## config.mk

```make
export PLATFORM = sky130hd
export DESIGN_NAME = link_change_holdoff_notifier
export DESIGN_NICKNAME = d
export VERILOG_FILES = /design/src/design/lchn_pkg.sv /design/src/design/link_change_holdoff_notifier.sv
export VERILOG_INCLUDE_DIRS = /design/src /design/src/design
export SDC_FILE = /design/constraint.sdc
export NUM_CORES = 1
export LEC_CHECK = 0
export ABC_AREA = 1
export BUFFER_PORTS_ARGS = -buffer_cell sky130_fd_sc_hd__buf_2
export CORE_MARGIN = 2
export CORE_UTILIZATION = 41
export CTS_CLUSTER_SIZE = 20
export DETAILED_ROUTE_END_ITERATION = 7
export PLACE_DENSITY = 0.66
export SLEW_MARGIN = 20
export SYNTH_ARGS = -nofsm -noshare
export SYNTH_HDL_FRONTEND = slang
export SYNTH_SLANG_ARGS = --single-unit
```

## constraint.sdc

```tcl
create_clock -name clk -period 4.4 [get_ports clk]
set_clock_uncertainty 0.05 [all_clocks]
set_input_delay 0.88 -clock clk [delete_from_list [all_inputs] [get_ports clk]]
set_output_delay 0.88 -clock clk [all_outputs]
set_load 0.005 [all_outputs]
```

## src/design/assert_macros.svh

```systemverilog
// Assertion macros used by the notifier design file.
`ifndef ASSERT_MACROS_SVH
`define ASSERT_MACROS_SVH
`ifndef SYNTH
// Implication checked on every clock, off during reset.
`define LCHN_ASSERT_IMPL(label, cond, prop, msg) \
    label: assert property (@(posedge clk) disable iff (!rst_n) (cond) |-> (prop)) \
        else $error(msg);
// Condition that must never hold outside reset.
`define LCHN_ASSERT_NEVER(label, cond, msg) \
    label: assert property (@(posedge clk) disable iff (!rst_n) !(cond)) \
        else $error(msg);
`else
`define LCHN_ASSERT_IMPL(label, cond, prop, msg)
`define LCHN_ASSERT_NEVER(label, cond, msg)
`endif
`endif

```

## src/design/lchn_pkg.sv

```systemverilog
// Package: codes, widths and reset values of the link change hold-off notifier.
package lchn_pkg;

    localparam int CmdW   = 2;
    localparam int TypeW  = 3;
    localparam int KindW  = 2;
    localparam int DelayW = 16;
    localparam int CfgIdxW = 3;

    typedef logic [TypeW-1:0]  link_type_t;
    typedef logic [DelayW-1:0] delay_t;

    // Commands
    localparam logic [CmdW-1:0] CMD_TICK = 2'd0;
    localparam logic [CmdW-1:0] CMD_ADDR = 2'd1;
    localparam logic [CmdW-1:0] CMD_KIND = 2'd2;

    // Report kinds
    localparam logic [KindW-1:0] REPORT_DOWN   = 2'd0;
    localparam logic [KindW-1:0] REPORT_UP     = 2'd1;
    localparam logic [KindW-1:0] REPORT_CHANGE = 2'd2;

    // Configuration register indexes
    localparam logic [CfgIdxW-1:0] CFG_INITIAL_TYPE  = 3'd0;
    localparam logic [CfgIdxW-1:0] CFG_ADDR_OFFLINE  = 3'd1;
    localparam logic [CfgIdxW-1:0] CFG_ADDR_ONLINE   = 3'd2;
    localparam logic [CfgIdxW-1:0] CFG_KIND_OFFLINE  = 3'd3;
    localparam logic [CfgIdxW-1:0] CFG_KIND_ONLINE   = 3'd4;

    // Link type that means no connection
    localparam link_type_t TYPE_NONE   = 3'd0;
    localparam delay_t     DELAY_RESET = 16'd1000;

endpackage

```

## src/design/link_change_holdoff_notifier.sv

```systemverilog
// Link change hold-off notifier: accepts ticks and link events, reports the
// settled link type once the hold-off countdown runs out.
//
// Takes one item per clock unless the input register holds back. An input
// transfer lands in an input register; a single pass of logic on the
// registered item updates the pending type, the countdown and the announced
// type and loads the result register, from which the result is transferred.
// The input register holds back only when its item would produce a result
// while the result register is full and not being taken; ticks that expire
// nothing and events keep flowing.
// Configuration writes take effect at the edge of the write enable.
`include "assert_macros.svh"

module link_change_holdoff_notifier (
    input  logic                                clk,
    input  logic                                rst_n,
    // Input channel
    input  logic                                in_valid,
    output logic                                in_ready,
    input  logic [lchn_pkg::CmdW-1:0]           command,
    input  logic [lchn_pkg::TypeW-1:0]          link_type,
    // Result channel
    output logic                                out_valid,
    input  logic                                out_ready,
    output logic [lchn_pkg::KindW-1:0]          report_kind,
    output logic [lchn_pkg::TypeW-1:0]          announced_type,
    // Configuration write port
    input  logic                                cfg_we,
    input  logic [lchn_pkg::CfgIdxW-1:0]        cfg_index,
    input  logic [lchn_pkg::DelayW-1:0]         cfg_data
);

    // Configuration registers
    lchn_pkg::delay_t     addr_off_reg, addr_on_reg, kind_off_reg, kind_on_reg;

    // Input register
    logic                        in_valid_reg;
    logic [lchn_pkg::CmdW-1:0]   cmd_reg;
    lchn_pkg::link_type_t        type_reg;

    // Block state
    lchn_pkg::link_type_t pend_reg, pend_next;
    lchn_pkg::link_type_t ann_reg, ann_next;
    logic                 has_reg, has_next;
    logic                 active_reg, active_next;
    lchn_pkg::delay_t     cnt_reg, cnt_next;

    // Result register
    logic                          out_valid_reg;
    logic [lchn_pkg::KindW-1:0]    kind_reg, kind_next;
    lchn_pkg::link_type_t          out_type_reg;

    logic             offline;
    logic             produce;
    logic             fire;
    lchn_pkg::delay_t delay_sel;
    lchn_pkg::delay_t cnt_dec;

    // Update logic for the item in the input register
    always_comb
    begin
        offline     = (ann_reg == lchn_pkg::TYPE_NONE);
        pend_next   = pend_reg;
        ann_next    = ann_reg;
        has_next    = has_reg;
        active_next = active_reg;
        cnt_next    = cnt_reg;
        kind_next   = lchn_pkg::REPORT_CHANGE;
        produce     = 1'b0;
        delay_sel   = '0;
        cnt_dec     = cnt_reg - lchn_pkg::delay_t'(1);
        case (cmd_reg)
            lchn_pkg::CMD_ADDR, lchn_pkg::CMD_KIND:
            begin
                if (cmd_reg == lchn_pkg::CMD_ADDR)
                    delay_sel = offline ? addr_off_reg : addr_on_reg;
                else
                    delay_sel = offline ? kind_off_reg : kind_on_reg;
                pend_next   = type_reg;
                active_next = 1'b1;
                // zero delay counts as one tick
                cnt_next    = (delay_sel == '0) ? lchn_pkg::delay_t'(1) : delay_sel;
            end
            lchn_pkg::CMD_TICK:
            begin
                if (active_reg)
                begin
                    cnt_next = cnt_dec;
                    if (cnt_dec == '0)
                    begin
                        active_next = 1'b0;
                        // repeat of none after an earlier report is dropped
                        if (!(has_reg && offline && pend_reg == lchn_pkg::TYPE_NONE))
                        begin
                            produce  = 1'b1;
                            has_next = 1'b1;
                            ann_next = pend_reg;
                            if (pend_reg == lchn_pkg::TYPE_NONE && !offline)
                                kind_next = lchn_pkg::REPORT_DOWN;
                            else if (pend_reg != lchn_pkg::TYPE_NONE && offline)
                                kind_next = lchn_pkg::REPORT_UP;
                            else
                                kind_next = lchn_pkg::REPORT_CHANGE;
                        end
                    end
                end
            end
            default:
            begin
                produce = 1'b0;
            end
        endcase
    end

    // Flow control: hold the input register only if its result has no room
    assign fire     = in_valid_reg && (!produce || !out_valid_reg || out_ready);
    assign in_ready = !in_valid_reg || fire;

    // Input register
    always_ff @(posedge clk or negedge rst_n)
    begin
        if (!rst_n)
            in_valid_reg <= 1'b0;
        else if (in_ready)
            in_valid_reg <= in_valid;
    end

    always_ff @(posedge clk)
    begin
        if (in_ready && in_valid)
        begin
            cmd_reg  <= command;
            type_reg <= link_type;
        end
    end

    // State and configuration registers
    always_ff @(posedge clk or negedge rst_n)
    begin
        if (!rst_n)
        begin
            pend_reg     <= lchn_pkg::TYPE_NONE;
            ann_reg      <= lchn_pkg::TYPE_NONE;
            has_reg      <= 1'b0;
            active_reg   <= 1'b0;
            cnt_reg      <= '0;
            addr_off_reg <= lchn_pkg::DELAY_RESET;
            addr_on_reg  <= lchn_pkg::DELAY_RESET;
            kind_off_reg <= lchn_pkg::DELAY_RESET;
            kind_on_reg  <= lchn_pkg::DELAY_RESET;
        end
        else
        begin
            if (fire)
            begin
                pend_reg   <= pend_next;
                ann_reg    <= ann_next;
                has_reg    <= has_next;
                active_reg <= active_next;
                cnt_reg    <= cnt_next;
            end
            if (cfg_we)
            begin
                case (cfg_index)
                    lchn_pkg::CFG_INITIAL_TYPE: ann_reg      <= cfg_data[lchn_pkg::TypeW-1:0];
                    lchn_pkg::CFG_ADDR_OFFLINE: addr_off_reg <= cfg_data;
                    lchn_pkg::CFG_ADDR_ONLINE:  addr_on_reg  <= cfg_data;
                    lchn_pkg::CFG_KIND_OFFLINE: kind_off_reg <= cfg_data;
                    lchn_pkg::CFG_KIND_ONLINE:  kind_on_reg  <= cfg_data;
                    default: ;
                endcase
            end
        end
    end

    // Result register
    always_ff @(posedge clk or negedge rst_n)
    begin
        if (!rst_n)
            out_valid_reg <= 1'b0;
        else if (fire && produce)
            out_valid_reg <= 1'b1;
        else if (out_ready)
            out_valid_reg <= 1'b0;
    end

    always_ff @(posedge clk)
    begin
        if (fire && produce)
        begin
            kind_reg     <= kind_next;
            out_type_reg <= pend_reg;
        end
    end

    assign out_valid      = out_valid_reg;
    assign report_kind    = kind_reg;
    assign announced_type = out_type_reg;

    // Checks
    `LCHN_ASSERT_IMPL(a_cnt_live, active_reg, cnt_reg != '0, "active countdown at zero")
    `LCHN_ASSERT_NEVER(a_up_none, out_valid_reg && kind_reg == lchn_pkg::REPORT_UP && out_type_reg == lchn_pkg::TYPE_NONE, "up reported with no connection")
    `LCHN_ASSERT_NEVER(a_down_type, out_valid_reg && kind_reg == lchn_pkg::REPORT_DOWN && out_type_reg != lchn_pkg::TYPE_NONE, "down reported with a link type")
    `LCHN_ASSERT_IMPL(a_first_rpt, $rose(has_reg), out_valid_reg, "first report lost")

endmodule
```

==> results.yml <==
final_layout:
  area_growth_syn_to_layout_pct: 11.8
  fill_cells: 1217
  finalNetCount: 701
  drive_above_1_share: 0.154
  antenna_cells: 0
  fin_util: 0.473
  fin_area_sq_mm: 0.00572
  seqCellArea_sq_mm: 0.00258
  multiInputGateArea_sq_mm: 0.00219
sta:
  tightestPinTransition_ns: 1.05
  finalSetupViolations: 0
  rsz0062_at_grt: "no"
  slew-limit-headroom: 0.296
  finalHoldViolCount: 0
  post-route-period-util: 0.791
  min_period_ns: 3.48
  fmax_ghz: 0.287
  setup_ws_ns: 0.920
  finalSetupTns_ns: 0
  drv_slew: 0
yosys:
  postSynthAreaPerCell_sq_um: 7.95
  syn-instance-count: 644
  yosys_warnings: 0
  synth.ff_latch_count: 100
  ys_seq_area_frac: 0.504
  synth.distinct_cells: 34
  synth_common_cells: "153 x nand2_1, 112 x o21ai_0, 87 x nor2_1"
  syn_area_sq_mm: 0.00512
  synth_nets: 680
  synth.most_common_cell: "nand2_1"
  ys.flop_type: "dfrtp_1"
  synth_top_cell_by_area: "dfrtp_1"
  synth_top_area_share: 0.323
  synthTopCellsByArea: "dfrtp_1 32%, dfstp_2 12%, nand2_1 11%"
  synth_edf_count: 10
  async_flop_share: 0.900
global_routing:
  grtUsageTotal: 0.192
  grt_pass1_vias: 4134
  grt_pass1_wl_microns: 20500
  grt_max_degree: 63
  antenna_found_initial: 0
  overflow: 0
setup_path:
  cp.depth: 12
  crit_buf_inv: 2
  cp_data_required_time_ns: 3.47
  cp-end-kind: "primary output"
  cp_max_fo: 5
  cp_cell_sequence: "inv_1 > ha_1 > nand2_2 > o21ai_0 > nand2_1 > nor2_1 > nand2_1 > nor2_1 > nand3_1 > nor2_1 > nand3_1 > buf_2"
  cp_data_arrival_time_ns: 2.55
  startpoint_type: "flop"
  slowest_delay_ns: 0.41
  worstRegToRegCells: 12
  cp_slowest_cell: "dfrtp_1"
  cpMostUsedCell: "nor2_1"
  crit_family: "simple AND/OR/NAND/NOR gates"
  critical_path_class: "flop to primary output"
detailed_routing:
  wl_microns: 11800
  drc: 0
  drt_iter0_drc: 319
  avgViaCountPerCell: 5.01
  first_pass_iters: 5
  ant_nets: 0
  wl_per_cell_microns: 14.1
  vias: 4195
die:
  die_h_microns: 116
  core_sq_mm: 0.0121
  dieWidth_microns: 116
  floorplan.initialDensity: 0.423
  die_area_sq_mm: 0.0134
  ios: 36
  rows: 40
pwr:
  powerDensity_mw_per_mm2: 491
  power.total_mw: 2.81
  ir_drop_mv: 0.303
  p_leak_nw: 2.65
placement:
  dp_hpwl_microns: 7980
  place_ws_ns: 1.33
  port-buffer-count: 35
  place_area_sq_mm: 0.00540
  globalplace.congestion: 0.858
flow_run:
  cap_violations: 0
clock_tree:
  ctsHoldBuffers: 0
  cts_sinks: 100
  cts_made_buffers: 9
  clk_pin_slew_ns: 0.07
  cts_buffer_depth: 2
  root_buffer: "clkbuf_16"
  postCtsSetupBuffers: 0
  cts-htree-levels: 3
  insertion_delay_ns: 0.34
  postCtsResizedCells: 0
  cts_tree: "done"
run_status:
  status: "finished, final reports clean"
hold_path:
  hold_class: "flop to flop"
  whs_path_depth: 2
[where the power goes]
group	switching (mW)	internal (mW)
combinational	0.477	0.253
sequential	0.135	1.14
clock	0.356	0.443
[layout by cell type, fill, tap and decap left out, drive strengths merged]
cell,instances
nor2,95
clkinvlp,1
clkinv,1
edfxtp,10
ha,7
clkbuf,12
and2,1
or2,1
nand2,157
nor3,3
inv,65
mux2i,1
xnor2,1
xor2,1
o21ai,123
o22ai,4
nand3b,3
dfstp,24
nand4,6
dfrtp,66
buf,38
o31ai,1
nor3b,1
o22a,8
nand3,24
a21oi,16
[kinds of logic after synthesis]
group                      count (synthesis)  share of synthesized area
buffers and inverters                     91                     0.0711
DFF                                      100                      0.504
and+or+nand+nor                          291                      0.241
muxes                                      1                    0.00196
xor gates and xnor gates                   2                    0.00489
AOI/OAI and AO/OA                        152                      0.160
adders and majority gates                  7                     0.0171
[worst reg2reg max path, stage by stage, from the launching register on]
cell and delay [ns]:
dfrtp_1 0.41, inv_1 0.14, ha_1 0.29, nand2_2 0.13
o21ai_0 0.16, nand2_1 0.09, nor2_1 0.24, nand2_1 0.08
nor2_1 0.09, nand3_1 0.10, nor2_1 0.17, inv_1 0.09
nor2_1 0.33
[layer usage]
| layer | vias to the layer above | part of all wire | track usage | routed length [microns] |
|---|---|---|---|---|
| met2 | 75 | 0.46 | 0.309 | 5410 |
| li1 | 2121 | - | - | - |
| met4 | 0 | 0.0086 | 0.0413 | 101 |
| met3 | 10 | 0.037 | 0.0361 | 436 |
| met1 | 1989 | 0.50 | 0.273 | 5840 |
| met5 | - | 0 | 0 | 0 |
[per-stage QoR]
stage	std cells	hold WS [ns]
final	838	0.414
after floorplan	644	0.373
after CTS	838	0.423
after global routing	838	0.450
after global placement	822	0.392
after detailed placement	822	0.407
[final cells by class]
cell class                      count  share of cell area
Clock buffer                       12              0.0468
Clock inverter                      4             0.00678
Inverter                           63              0.0413
Multi-Input combinational cell    453               0.382
Sequential cell                   100               0.451
Tap cell                          168              0.0367
Timing Repair Buffer               38              0.0350
[final timing paths]
kind	startpoint	slack (ns)	end
worst min-delay path	has_reg$_DFFE_PN0P_	0.41	has_reg$_DFFE_PN0P_
min in group asynchronous	rst_n	0.58	cnt_reg[7]$_DFFE_PN0P_
max in group asynchronous	rst_n	2.80	addr_on_reg[3]$_DFFE_PN1P_
worst max-delay path	cnt_reg[0]$_DFFE_PN0P_	0.92	in_ready
worst min register to register	has_reg$_DFFE_PN0P_	0.41	has_reg$_DFFE_PN0P_
worst max register to register	cnt_reg[0]$_DFFE_PN0P_	1.70	announced_type[1]$_DFFE_PP_
Power figures use the tool's default switching activity.
